## config.mk

```make
export PLATFORM = sky130hd
export DESIGN_NAME = roman_numeral_encoder_unit
export DESIGN_NICKNAME = d
export VERILOG_FILES = /design/src/rne_pkg.sv /design/src/rne_front.sv /design/src/rne_queue.sv /design/src/rne_back.sv /design/src/roman_numeral_encoder_unit.sv
export SDC_FILE = /design/constraint.sdc
export NUM_CORES = 1
export LEC_CHECK = 0
export BUFFER_PORTS_ARGS = -buffer_cell sky130_fd_sc_hd__buf_2
export CAP_MARGIN = 20
export CELL_PAD_IN_SITES_DETAIL_PLACEMENT = 1
export CELL_PAD_IN_SITES_GLOBAL_PLACEMENT = 1
export CORE_MARGIN = 2
export CORE_UTILIZATION = 53
export DETAILED_ROUTE_END_ITERATION = 8
export PLACE_DENSITY = 0.82
export REMOVE_ABC_BUFFERS = 1
export SYNTH_ARGS = -nofsm -noshare
export SYNTH_HDL_FRONTEND = slang
export SYNTH_SLANG_ARGS = --single-unit
```

## constraint.sdc

```tcl
create_clock -name clk -period 5.9 [get_ports clk]
set_input_delay 0.59 -clock clk [delete_from_list [all_inputs] [get_ports clk]]
set_output_delay 0.59 -clock clk [all_outputs]
set_load 0.01 [all_outputs]
```

## src/rne_pkg.sv

```systemverilog
// Shared types, codes and digit tables for the Roman numeral encoder.
// No dependencies; imported by every module of the block.
`timescale 1ns / 1ps

package rne_pkg;

  localparam logic [2:0] SYM_I = 3'd0;
  localparam logic [2:0] SYM_V = 3'd1;
  localparam logic [2:0] SYM_X = 3'd2;
  localparam logic [2:0] SYM_L = 3'd3;
  localparam logic [2:0] SYM_C = 3'd4;
  localparam logic [2:0] SYM_D = 3'd5;
  localparam logic [2:0] SYM_M = 3'd6;

  localparam logic [1:0] ST_OK    = 2'd0;
  localparam logic [1:0] ST_ZERO  = 2'd1;
  localparam logic [1:0] ST_RANGE = 2'd2;

  localparam logic [9:0] MAX_VALUE = 10'd999;

  localparam logic [1:0] POS_HUND = 2'd0;
  localparam logic [1:0] POS_TENS = 2'd1;
  localparam logic [1:0] POS_ONES = 2'd2;
  localparam logic [1:0] POS_NONE = 2'd3;

  typedef enum logic [1:0] {
    ROLE_ONE,
    ROLE_FIVE,
    ROLE_TEN
  } role_t;

  typedef struct packed {
    logic [1:0] status;
    logic [3:0] hund;
    logic [3:0] tens;
    logic [3:0] ones;
  } rne_item_t;

  typedef struct packed {
    logic full;
    logic empty;
  } rne_qstat_t;

  // Number of symbols that one decimal digit spells.
  function automatic logic [2:0] digit_len(input logic [3:0] d);
    logic [2:0] len;
    case (d)
      4'd0:    len = 3'd0;
      4'd1:    len = 3'd1;
      4'd2:    len = 3'd2;
      4'd3:    len = 3'd3;
      4'd4:    len = 3'd2;
      4'd5:    len = 3'd1;
      4'd6:    len = 3'd2;
      4'd7:    len = 3'd3;
      4'd8:    len = 3'd4;
      4'd9:    len = 3'd2;
      default: len = 3'd0;
    endcase
    return len;
  endfunction

  // Role of the symbol at place idx within a digit.
  function automatic role_t digit_role(input logic [3:0] d, input logic [1:0] idx);
    role_t r;
    case (d)
      4'd4:                   r = (idx == 2'd0) ? ROLE_ONE : ROLE_FIVE;
      4'd9:                   r = (idx == 2'd0) ? ROLE_ONE : ROLE_TEN;
      4'd5, 4'd6, 4'd7, 4'd8: r = (idx == 2'd0) ? ROLE_FIVE : ROLE_ONE;
      default:                r = ROLE_ONE;
    endcase
    return r;
  endfunction

  function automatic logic [2:0] role_symbol(input logic [1:0] pos, input role_t r);
    logic [2:0] s;
    case (pos)
      POS_HUND: s = (r == ROLE_ONE) ? SYM_C : (r == ROLE_FIVE) ? SYM_D : SYM_M;
      POS_TENS: s = (r == ROLE_ONE) ? SYM_X : (r == ROLE_FIVE) ? SYM_L : SYM_C;
      POS_ONES: s = (r == ROLE_ONE) ? SYM_I : (r == ROLE_FIVE) ? SYM_V : SYM_X;
      default:  s = SYM_I;
    endcase
    return s;
  endfunction

endpackage

```

## src/rne_front.sv

```systemverilog
// Front end: takes a command, classifies it and splits it into decimal digits.
// Depends on rne_pkg; pushes finished items into rne_queue.
`timescale 1ns / 1ps

module rne_front
  import rne_pkg::*;
(
  input  logic       clk,
  input  logic       rst_n,
  input  logic       start,
  input  logic [9:0] in_value,
  output logic       busy,
  input  logic       q_full,
  output logic       push,
  output rne_item_t  push_item
);

  logic       s1_valid_r, s1_valid_nxt;
  logic [1:0] s1_status_r;
  logic [3:0] s1_hund_r;
  logic [6:0] s1_rem_r;

  logic       take;
  logic [3:0] hund;
  logic [9:0] hund_w;
  logic [3:0] tens;
  logic [6:0] tens_w;

  assign busy = s1_valid_r && q_full;
  assign take = start && !busy;
  assign push = s1_valid_r && !q_full;

  always_comb begin
    hund = 4'd0;
    for (int k = 1; k <= 9; k++) begin
      if (in_value >= 10'(k * 100)) begin
        hund = 4'(k);
      end
    end
    hund_w = 10'(hund) * 10'd100;
  end

  always_comb begin
    tens = 4'd0;
    for (int k = 1; k <= 9; k++) begin
      if (s1_rem_r >= 7'(k * 10)) begin
        tens = 4'(k);
      end
    end
    tens_w = 7'(tens) * 7'd10;
  end

  assign push_item.status = s1_status_r;
  assign push_item.hund   = s1_hund_r;
  assign push_item.tens   = tens;
  assign push_item.ones   = 4'(s1_rem_r - tens_w);

  always_comb begin
    s1_valid_nxt = s1_valid_r;
    if (take) begin
      s1_valid_nxt = 1'b1;
    end else if (push) begin
      s1_valid_nxt = 1'b0;
    end
  end

  always_ff @(posedge clk) begin
    if (!rst_n) begin
      s1_valid_r <= 1'b0;
    end else begin
      s1_valid_r <= s1_valid_nxt;
    end
  end

  always_ff @(posedge clk) begin
    if (take) begin
      if (in_value > MAX_VALUE) begin
        s1_status_r <= ST_RANGE;
      end else if (in_value == 10'd0) begin
        s1_status_r <= ST_ZERO;
      end else begin
        s1_status_r <= ST_OK;
      end
      s1_hund_r <= hund;
      s1_rem_r  <= 7'(in_value - hund_w);
    end
  end

endmodule

```

## src/rne_queue.sv

```systemverilog
// Two-entry queue of digit items between the front and back ends.
// Depends on rne_pkg for the item and status types.
`timescale 1ns / 1ps

module rne_queue
  import rne_pkg::*;
(
  input  logic       clk,
  input  logic       rst_n,
  input  logic       push,
  input  rne_item_t  push_item,
  input  logic       pop,
  output rne_item_t  head,
  output rne_qstat_t stat
);

  rne_item_t  mem_r [2];
  logic       wr_r, wr_nxt;
  logic       rd_r, rd_nxt;
  logic [1:0] cnt_r, cnt_nxt;

  assign head       = mem_r[rd_r];
  assign stat.full  = (cnt_r == 2'd2);
  assign stat.empty = (cnt_r == 2'd0);

  always_comb begin
    wr_nxt  = push ? !wr_r : wr_r;
    rd_nxt  = pop ? !rd_r : rd_r;
    cnt_nxt = cnt_r;
    if (push && !pop) begin
      cnt_nxt = cnt_r + 2'd1;
    end else if (pop && !push) begin
      cnt_nxt = cnt_r - 2'd1;
    end
  end

  always_ff @(posedge clk) begin
    if (!rst_n) begin
      wr_r  <= 1'b0;
      rd_r  <= 1'b0;
      cnt_r <= 2'd0;
    end else begin
      wr_r  <= wr_nxt;
      rd_r  <= rd_nxt;
      cnt_r <= cnt_nxt;
    end
  end

  always_ff @(posedge clk) begin
    if (push) begin
      mem_r[wr_r] <= push_item;
    end
  end

endmodule

```

## src/rne_back.sv

```systemverilog
// Back end: walks the digits of one item and emits one symbol per cycle.
// Depends on rne_pkg for digit tables and codes; pops items from rne_queue.
`timescale 1ns / 1ps

module rne_back
  import rne_pkg::*;
(
  input  logic       clk,
  input  logic       rst_n,
  input  logic       q_empty,
  input  rne_item_t  head,
  output logic       pop,
  output logic       out_strobe,
  output logic [2:0] out_symbol,
  output logic [1:0] out_status,
  output logic       out_last
);

  logic       active_r, active_nxt;
  logic [1:0] status_r;
  logic [3:0] hund_r, tens_r, ones_r;
  logic [1:0] pos_r, pos_nxt;
  logic [1:0] idx_r, idx_nxt;

  logic [3:0] cur;
  logic [2:0] len;
  logic       digit_end;
  logic [1:0] next_pos;
  logic [1:0] load_pos;
  logic       is_last;

  always_comb begin
    case (pos_r)
      POS_HUND: cur = hund_r;
      POS_TENS: cur = tens_r;
      POS_ONES: cur = ones_r;
      default:  cur = 4'd0;
    endcase
  end

  assign len       = digit_len(cur);
  assign digit_end = ({1'b0, idx_r} == len - 3'd1);

  always_comb begin
    next_pos = POS_NONE;
    if (pos_r == POS_HUND && tens_r != 4'd0) begin
      next_pos = POS_TENS;
    end else if ((pos_r == POS_HUND || pos_r == POS_TENS) && ones_r != 4'd0) begin
      next_pos = POS_ONES;
    end
  end

  always_comb begin
    if (head.hund != 4'd0) begin
      load_pos = POS_HUND;
    end else if (head.tens != 4'd0) begin
      load_pos = POS_TENS;
    end else begin
      load_pos = POS_ONES;
    end
  end

  assign is_last = (status_r != ST_OK) || (digit_end && next_pos == POS_NONE);
  assign pop     = !q_empty && (!active_r || is_last);

  assign out_strobe = active_r;
  assign out_status = status_r;
  assign out_last   = is_last;
  assign out_symbol = (status_r == ST_OK) ? role_symbol(pos_r, digit_role(cur, idx_r)) : SYM_I;

  always_comb begin
    active_nxt = active_r;
    pos_nxt    = pos_r;
    idx_nxt    = idx_r;
    if (pop) begin
      active_nxt = 1'b1;
      pos_nxt    = load_pos;
      idx_nxt    = 2'd0;
    end else if (active_r && is_last) begin
      active_nxt = 1'b0;
    end else if (active_r && digit_end) begin
      pos_nxt = next_pos;
      idx_nxt = 2'd0;
    end else if (active_r) begin
      idx_nxt = idx_r + 2'd1;
    end
  end

  always_ff @(posedge clk) begin
    if (!rst_n) begin
      active_r <= 1'b0;
    end else begin
      active_r <= active_nxt;
    end
  end

  always_ff @(posedge clk) begin
    pos_r <= pos_nxt;
    idx_r <= idx_nxt;
    if (pop) begin
      status_r <= head.status;
      hund_r   <= head.hund;
      tens_r   <= head.tens;
      ones_r   <= head.ones;
    end
  end

endmodule

```

## src/roman_numeral_encoder_unit.sv

```systemverilog
// Top level of the Roman numeral encoder: front end, item queue, back end.
// Depends on rne_pkg, rne_front, rne_queue and rne_back.
`timescale 1ns / 1ps

// Usage:
//   Command channel: drive in_value and raise start; the command transfers at
//   a rising edge where start is high and busy is low.
//   Result channel: each result sits on out_symbol, out_status and out_last
//   for one cycle with out_strobe high. The receiver cannot stall, so every
//   strobed cycle is a transfer.
//   Values 1..999 give 1 to 12 symbols, most significant first, out_last on
//   the final one. Zero gives one result with status "zero", values above
//   999 one result with status "out of range"; symbol is 0 for both.
// Path: a command passes the front stage register, then the queue, then the
//   back end registers, which drive the first result onto the ports.
// Throughput: the back end emits one symbol per cycle, so a command occupies
//   it for as many symbols as its numeral has (1 to 12); the front end splits
//   digits in two stages and a two-entry queue lets it run ahead, so busy
//   only rises once the queue and the front stage are both full.
// Reset: synchronous, active low; drops all queued and in-flight commands.

module roman_numeral_encoder_unit
  import rne_pkg::*;
(
  input  logic       clk,
  input  logic       rst_n,
  input  logic       start,
  input  logic [9:0] in_value,
  output logic       busy,
  output logic       out_strobe,
  output logic [2:0] out_symbol,
  output logic [1:0] out_status,
  output logic       out_last
);

  logic       push;
  logic       pop;
  rne_item_t  push_item;
  rne_item_t  head;
  rne_qstat_t qstat;

  rne_front u_front (
    .clk       (clk),
    .rst_n     (rst_n),
    .start     (start),
    .in_value  (in_value),
    .busy      (busy),
    .q_full    (qstat.full),
    .push      (push),
    .push_item (push_item)
  );

  rne_queue u_queue (
    .clk       (clk),
    .rst_n     (rst_n),
    .push      (push),
    .push_item (push_item),
    .pop       (pop),
    .head      (head),
    .stat      (qstat)
  );

  rne_back u_back (
    .clk        (clk),
    .rst_n      (rst_n),
    .q_empty    (qstat.empty),
    .head       (head),
    .pop        (pop),
    .out_strobe (out_strobe),
    .out_symbol (out_symbol),
    .out_status (out_status),
    .out_last   (out_last)
  );

  a_special_single: assert property (@(posedge clk) disable iff (!rst_n)
    (out_strobe && out_status != ST_OK) |-> (out_last && out_symbol == SYM_I))
    else $error("special status result must be a single zero symbol");

  a_numeral_unbroken: assert property (@(posedge clk) disable iff (!rst_n)
    (out_strobe && !out_last) |=> (out_strobe && out_status == ST_OK))
    else $error("numeral interrupted before its last symbol");

  a_queue_sane: assert property (@(posedge clk) disable iff (!rst_n)
    !(qstat.full && qstat.empty))
    else $error("queue reports full and empty together");

  a_no_pop_empty: assert property (@(posedge clk) disable iff (!rst_n)
    pop |-> !qstat.empty)
    else $error("back end popped an empty queue");

endmodule
```

; ---- After elaboration in Yosys (flattened, before gate mapping)
; Memories as Yosys holds them, arrays and structs flattened. A register that Yosys moved wholly into a read port is not among the register bits.
; Index checks and enable logic that the tools add are counted.
[op_classes]
addsub = 6
n_mul = 2
n_lt_le_gt_ge = 19
eq_ne = 13
n_mux = 51
bitwise_logic = 1
reduce_logical = 41
[ops]
columns = op, count
row1 = greater-or-equal comparator 10 bit (second input constant), 4
row2 = two-way mux 3 bit, 13
row3 = two-way mux 2 bit, 17
row4 = greater-or-equal comparator 10 x 9 -> 1 bit (second input constant), 3
row5 = greater-or-equal comparator 7 x 6 -> 1 bit (second input constant), 3
row6 = greater-or-equal comparator 7 bit (second input constant), 3
row7 = == test 4 x 3 -> 1 bit (second input constant), 4
row8 = two-way mux 4 bit, 4
row9 = nonzero test 4 bit, 4
row10 = greater-or-equal comparator 7 x 5 -> 1 bit (second input constant), 2
row11 = two-way mux 1 bit, 14
row12 = one-hot mux 4 bit (3 select lines), 1
row13 = nonzero test 2 bit, 6
row14 = logical AND 1 bit, 11
row15 = greater-or-equal comparator 10 x 7 -> 1 bit (second input constant), 1
row16 = greater-or-equal comparator 10 x 8 -> 1 bit (second input constant), 1
row17 = greater-than comparator 10 bit (second input constant), 1
row18 = zero test 10 bit, 1
row19 = zero test 2 bit, 5
row20 = one-hot mux 3 bit (3 select lines), 1
row21 = == test 4 bit (second input constant), 2
row22 = zero test 1 bit, 8
row23 = greater-or-equal comparator 7 x 4 -> 1 bit (second input constant), 1
row24 = subtractor 7 bit, 1
row25 = other kinds (15), 22
[word_totals]
register_bits = 37
ram_bits = 28
rom_bits = 48
output_inout_bits = 8
mem_count = 2
[memory_table]
columns = memory, depth, width, rd, rd_clocked_by_memory_dff, wr, line_no
row1 = (name not given), 16, 3, 1, 0, 0, rne_pkg.sv:47  ; case (d)
row2 = u_queue.mem_r, 2, 14, 1, 1, 1, rne_queue.sv:17  ; rne_item_t mem_r [2];

; ---- Depth between registers and ports, before layout
[logic_depth]
depth_word = 13
ltp_mapped = 14
depth_no_buf = 14

; ---- By module
; Synthesis repeated with hierarchy kept, for this count alone.
[hier_totals]
cells_unflattened = 280
hier_area_um2 = 3470.8
[by_module_without_submodules]
columns = mod, n_inst, cells_each, area_per_inst_um2, seq_area_each_um2
row1 = rne_queue, 1, 65, 1224.9, 940.9
row2 = rne_front, 1, 113, 1127.3, 410.4
row3 = rne_back, 1, 102, 1118.6, 540.5

; ---- Worst setup path before layout
; No wires, ideal clock.
[synth_timing]
kind = reg2reg
startpoint = reg u_back.pos_r[1]
endpoint = reg u_queue.cnt_r[1]
setup_ps = 76
arrival_time_ps = 3662
required_time_ps = 5824
setup_slack_ps = 2163
stages_incl_launch_ff = 13
path_buffers = 0
path_cell_list = edfxtp_1 mux2_2 mux2i_1 nand2_1 o32a_1 ha_1 xnor2_1 or3_4 o32ai_4 inv_2 ha_1 or3_1 a21boi_0
[synth_between]
elab_chain_cells = 13
[synth_lines]
columns = element, line_no
row1 = "start, declared", rne_back.sv:22  ; logic [1:0] pos_r, pos_nxt;
row2 = "start signal, assigned", rne_back.sv:98  ; pos_r <= pos_nxt;
row3 = "parallel branches: the longest is 6 deep, another holds memory read (16 x 3 bit)", -
row4 = logical AND 1 bit *, rne_back.sv:63  ; assign is_last = (status_r != ST_OK) || (digit_end && next_pos == POS_NONE);
row5 = logical OR 1 bit *, rne_back.sv:63
row6 = logical OR 1 bit *, rne_back.sv:64  ; assign pop = !q_empty && (!active_r || is_last);
row7 = logical AND 1 bit *, rne_back.sv:64
row8 = via pop, roman_numeral_encoder_unit.sv:37  ; logic pop;
row9 = zero test 1 bit, rne_queue.sv:30  ; if (push && !pop) begin
row10 = logical AND 1 bit, rne_queue.sv:30
row11 = two-way mux 2 bit / nonzero test 2 bit (equally long branches), -
row12 = "end signal, assigned", rne_queue.sv:45  ; cnt_r <= cnt_nxt;
row13 = "end, declared", rne_queue.sv:20  ; logic [1:0] cnt_r, cnt_nxt;
; Mark *: on every way through the listed nets, which the timed path passes.
; A chain may end at the register's enable or synchronous reset.

; ---- Worst setup path after layout
; Ends and elaborated chain as after synthesis.

==> results.ini <==
[clock_network]
post_cts.resized_instances = 0
setup_fix_bufs_post_cts = 0
clk_transition_reported_paths_ns = 0.08
holdBufCountCts = 0
cts_root_buf = clkbuf_8
clock_tree_from_tritoncts = done
source_to_sink_clock_delay_at_the_later_pin_of_the_worst_skew_pair_ns = 0.32
htree_num_levels = 3
clk_path_buf_depth = 2
cts_made_buffers = 9
clock_sink_count = 66

[synth]
synthFlopType = edfxtp_1
ys_async_sr_fraction_pct = 0
ys_ff_latch = 66
ys.warnings.count = 0
synthesis.area_per_instance_um2 = 12.18
edff_count_synth = 57
netlist_area_um2 = 3482
synthDistinctLibCells = 59
ys_seq_area_share_pct = 54.33
synth_instances = 286

[grt]
first_global_vias = 2347
grt_antenna_before_repair = 0
globalRouteTotalUtil_pct = 20.16
first_pass_grt_wire_length_mm = 11.41
grt_max_degree = 20
grt_overflow = 0

[cells_and_area]
num-nets-final = 332
drive_gt1_share_pct = 22.68
fill_cells = 674
mostFrequentLayoutCells = edfxtp_1, inv_1, buf_2
mostFrequentLayoutCell = edfxtp_1
area_growth_syn_to_layout_pct = 11.00
antenna_cells = 0

[setup_path]
crit_path_cell_trace = mux2_2 -> mux2i_1 -> nand2_1 -> o32a_1 -> ha_1 -> xnor2_1 -> or3_4 -> o32ai_4 -> inv_2 -> ha_1 -> or3_1 -> a21boi_0
slowest_stage = o32ai_4
critical_r2r_capture = u_queue.cnt_r[1]$_SDFFE_PN0P_
crit_buf_inv = 1
worstSetupEndpointType = flop
crit_fanout = 19
cp_data_required_time_ns = 6.15
arrival_time_at_the_worst_endpoint_ns = 4.63
critical-path-top-cell-by-count = ha_1
reg2regPathDepth = 12
max_stage_delay_ns = 0.77
critPathKind = flop to flop
worst_r2r_startpoint = u_back.pos_r[1]$_DFFE_PP_
critPathLaunchType = flop
ff2ff_setup_slack_ns = 1.51
cp_top_delay_family = compound AO/OA/AOI/OAI gates

[sta]
setup_clock_skew_after_layout_ns = 0.01136
unrepaired_setup_endpoints_after_global_routing = no
finalCritPeriodShare_pct = 74.33
finalCriticalPeriod_ns = 4.386
hold_viol_final = 0
worst_slew_pin_slew_ns = 0.9291
timing.slew.headroom_pct = 38.06
timing_max_transition_violations_final = 0
fin_worst_hold_slack_ns = 0.4506
final.setup.tns_ns = 0
max_clock_freq_ghz = 0.2280
finalSetupViolCount = 0

[floorplan]
fp.dieArea_um2 = 7234
die_height_um = 85.06
floorplan.initialDensity_pct = 54.84
core.rowCount = 29
floorplan.core_area_um2 = 6350
io_pins = 21
die_w_um = 85.06

[outcome]
outcome = completed

[detailed_routing]
routedWlPerCell_um = 17.32
detail_route.wirelength_mm = 6.755
route.antenna.remaining_nets = 0
drt-initial-drc-count = 84
drcViolationCount = 0
vias_per_cell = 5.805
dr.pass1.iters = 4
vias = 2264

[pwr]
ir_worst_vdd_v = 0.0003349
power_density_nw_per_um2 = 506.3
p_leak_nw = 1.439

[placed_design]
placed_wire_length_estimate_after_detailed_placement_mm = 5.181
io_buffers = 20
gpl.final_weighted_congestion = 0.8051

[run]
max_cap_viol = 0

[worst_hold_path]
worstHoldStart = u_front.s1_hund_r[3]$_DFFE_PP_
worstHoldPathCells = 0
worstHoldEndpoint = u_queue.mem_r[0][11]$_DFFE_PP_
min_path_type = flop to flop

==> per-stage QoR <==
stage / worst slack, ns / std cells / cell area [um^2] / utilization (%) / total power [mW]
after floorplan: 2.001 / 275 / 3426 / - / 1.353
after global placement: 1.727 / 372 / 3622 / 57.04 / 1.502
after detailed placement: 1.481 / 373 / 3630 / 57.16 / 1.550
after CTS: 1.475 / 389 / 3857 / 60.75 / 1.972
after global routing: 1.182 / 390 / 3865 / 60.87 / 2.080
final: 1.514 / 390 / 3865 / 60.87 / 1.957
==> cells by family after synthesis <==
family | synth area share (%)
AO/OA/AOI/OAI | 12.68
flip-flops | 54.33
adder cells (fa/ha/maj) | 4.671
AND/OR/NAND/NOR | 12.43
multiplexers | 8.157
XOR/XNOR | 3.737
buffers and inverters | 3.988
==> how the worst max path moves through the flow <==
stage	slack, ns	end	start	cells after the start
2_1_floorplan	2.00	u_queue.cnt_r[1]$_SDFFE_PN0P_	u_back.pos_r[1]$_DFFE_PP_	12
3_3_place_gp	1.73	u_queue.cnt_r[1]$_SDFFE_PN0P_	u_back.pos_r[1]$_DFFE_PP_	12
3_5_place_dp	1.48	u_queue.cnt_r[1]$_SDFFE_PN0P_	u_back.pos_r[1]$_DFFE_PP_	12
4_1_cts	1.47	u_queue.cnt_r[1]$_SDFFE_PN0P_	u_back.pos_r[1]$_DFFE_PP_	12
5_1_grt	1.18	u_queue.cnt_r[1]$_SDFFE_PN0P_	u_back.pos_r[1]$_DFFE_PP_	12
6_report	1.51	u_queue.cnt_r[1]$_SDFFE_PN0P_	u_back.pos_r[1]$_DFFE_PP_	12
==> final cells by class <==
class	instances	area (um^2)	area share (%)
Clock buffer	10	137.6	3.561
Clock inverter	6	90.09	2.331
Inverter	22	82.58	2.137
Multi-Input combinational cell	187	1451	37.55
Sequential cell	66	1892	48.95
Tap cell	77	96.34	2.493
Timing Repair Buffer	22	115.1	2.978
==> power breakdown <==
part	switching (mW)	internal (mW)
Clock	0.169	0.250
Combinational	0.393	0.331
Sequential	0.135	0.679
Total	0.697	1.26
==> per-layer routing <==
layer / part of all wire (%) / GRT usage (%)
met1: 42 / 24.35
met2: 52 / 34.66
met3: 2.4 / 3.210
met4: 3.0 / 10.68
met5: 0 / 0
==> cells in the mapped netlist, types with 3 or more instances <==
cell type,count,area [um^2]
clkbuf_1,8,30.03
a21oi_1,13,65.06
and2_1,3,18.77
xor2_1,3,26.28
o21ai_1,3,15.01
o21a_1,3,22.52
nand2b_1,6,37.54
a21o_1,4,30.03
nor4_1,6,37.54
mux2_2,16,180.2
or2_2,3,18.77
nor2_1,17,63.81
edfxtp_1,57,1712
o21ai_0,11,55.05
ha_1,9,112.6
inv_1,21,78.83
xnor2_1,10,87.58
nand2_1,11,41.29
mux2i_1,9,90.09
nor2b_1,3,18.77
nor3_1,13,65.06
dfxtp_1,9,180.2
==> sequential cells by signal, summed over array words and instances (netlist names), named ones only <==
register             flops
u_front.s1_status_r      2
u_back.pos_r             2
u_queue.mem_r           28
u_queue.rd_r             1
u_back.hund_r            4
u_back.ones_r            4
u_queue.cnt_r            2
u_front.s1_valid_r       1
u_queue.wr_r             1
u_back.out_strobe        1
u_back.out_status        2
u_back.idx_r             2
u_front.s1_hund_r        4
u_back.tens_r            4
u_front.s1_rem_r         7
==> worst reg2reg max path, delay by kind of cell, from the launching register on <==
kind	cells	cell delay, ns
AOI/OAI and AO/OA	3	1.34
buffers and inverters	1	0.06
DFF	1	0.64
xor gates and xnor gates	1	0.16
adders and majority gates	2	0.63
muxes	2	0.60
and+or+nand+nor	3	0.88
Note: power is estimated with default switching activity, not from simulation.
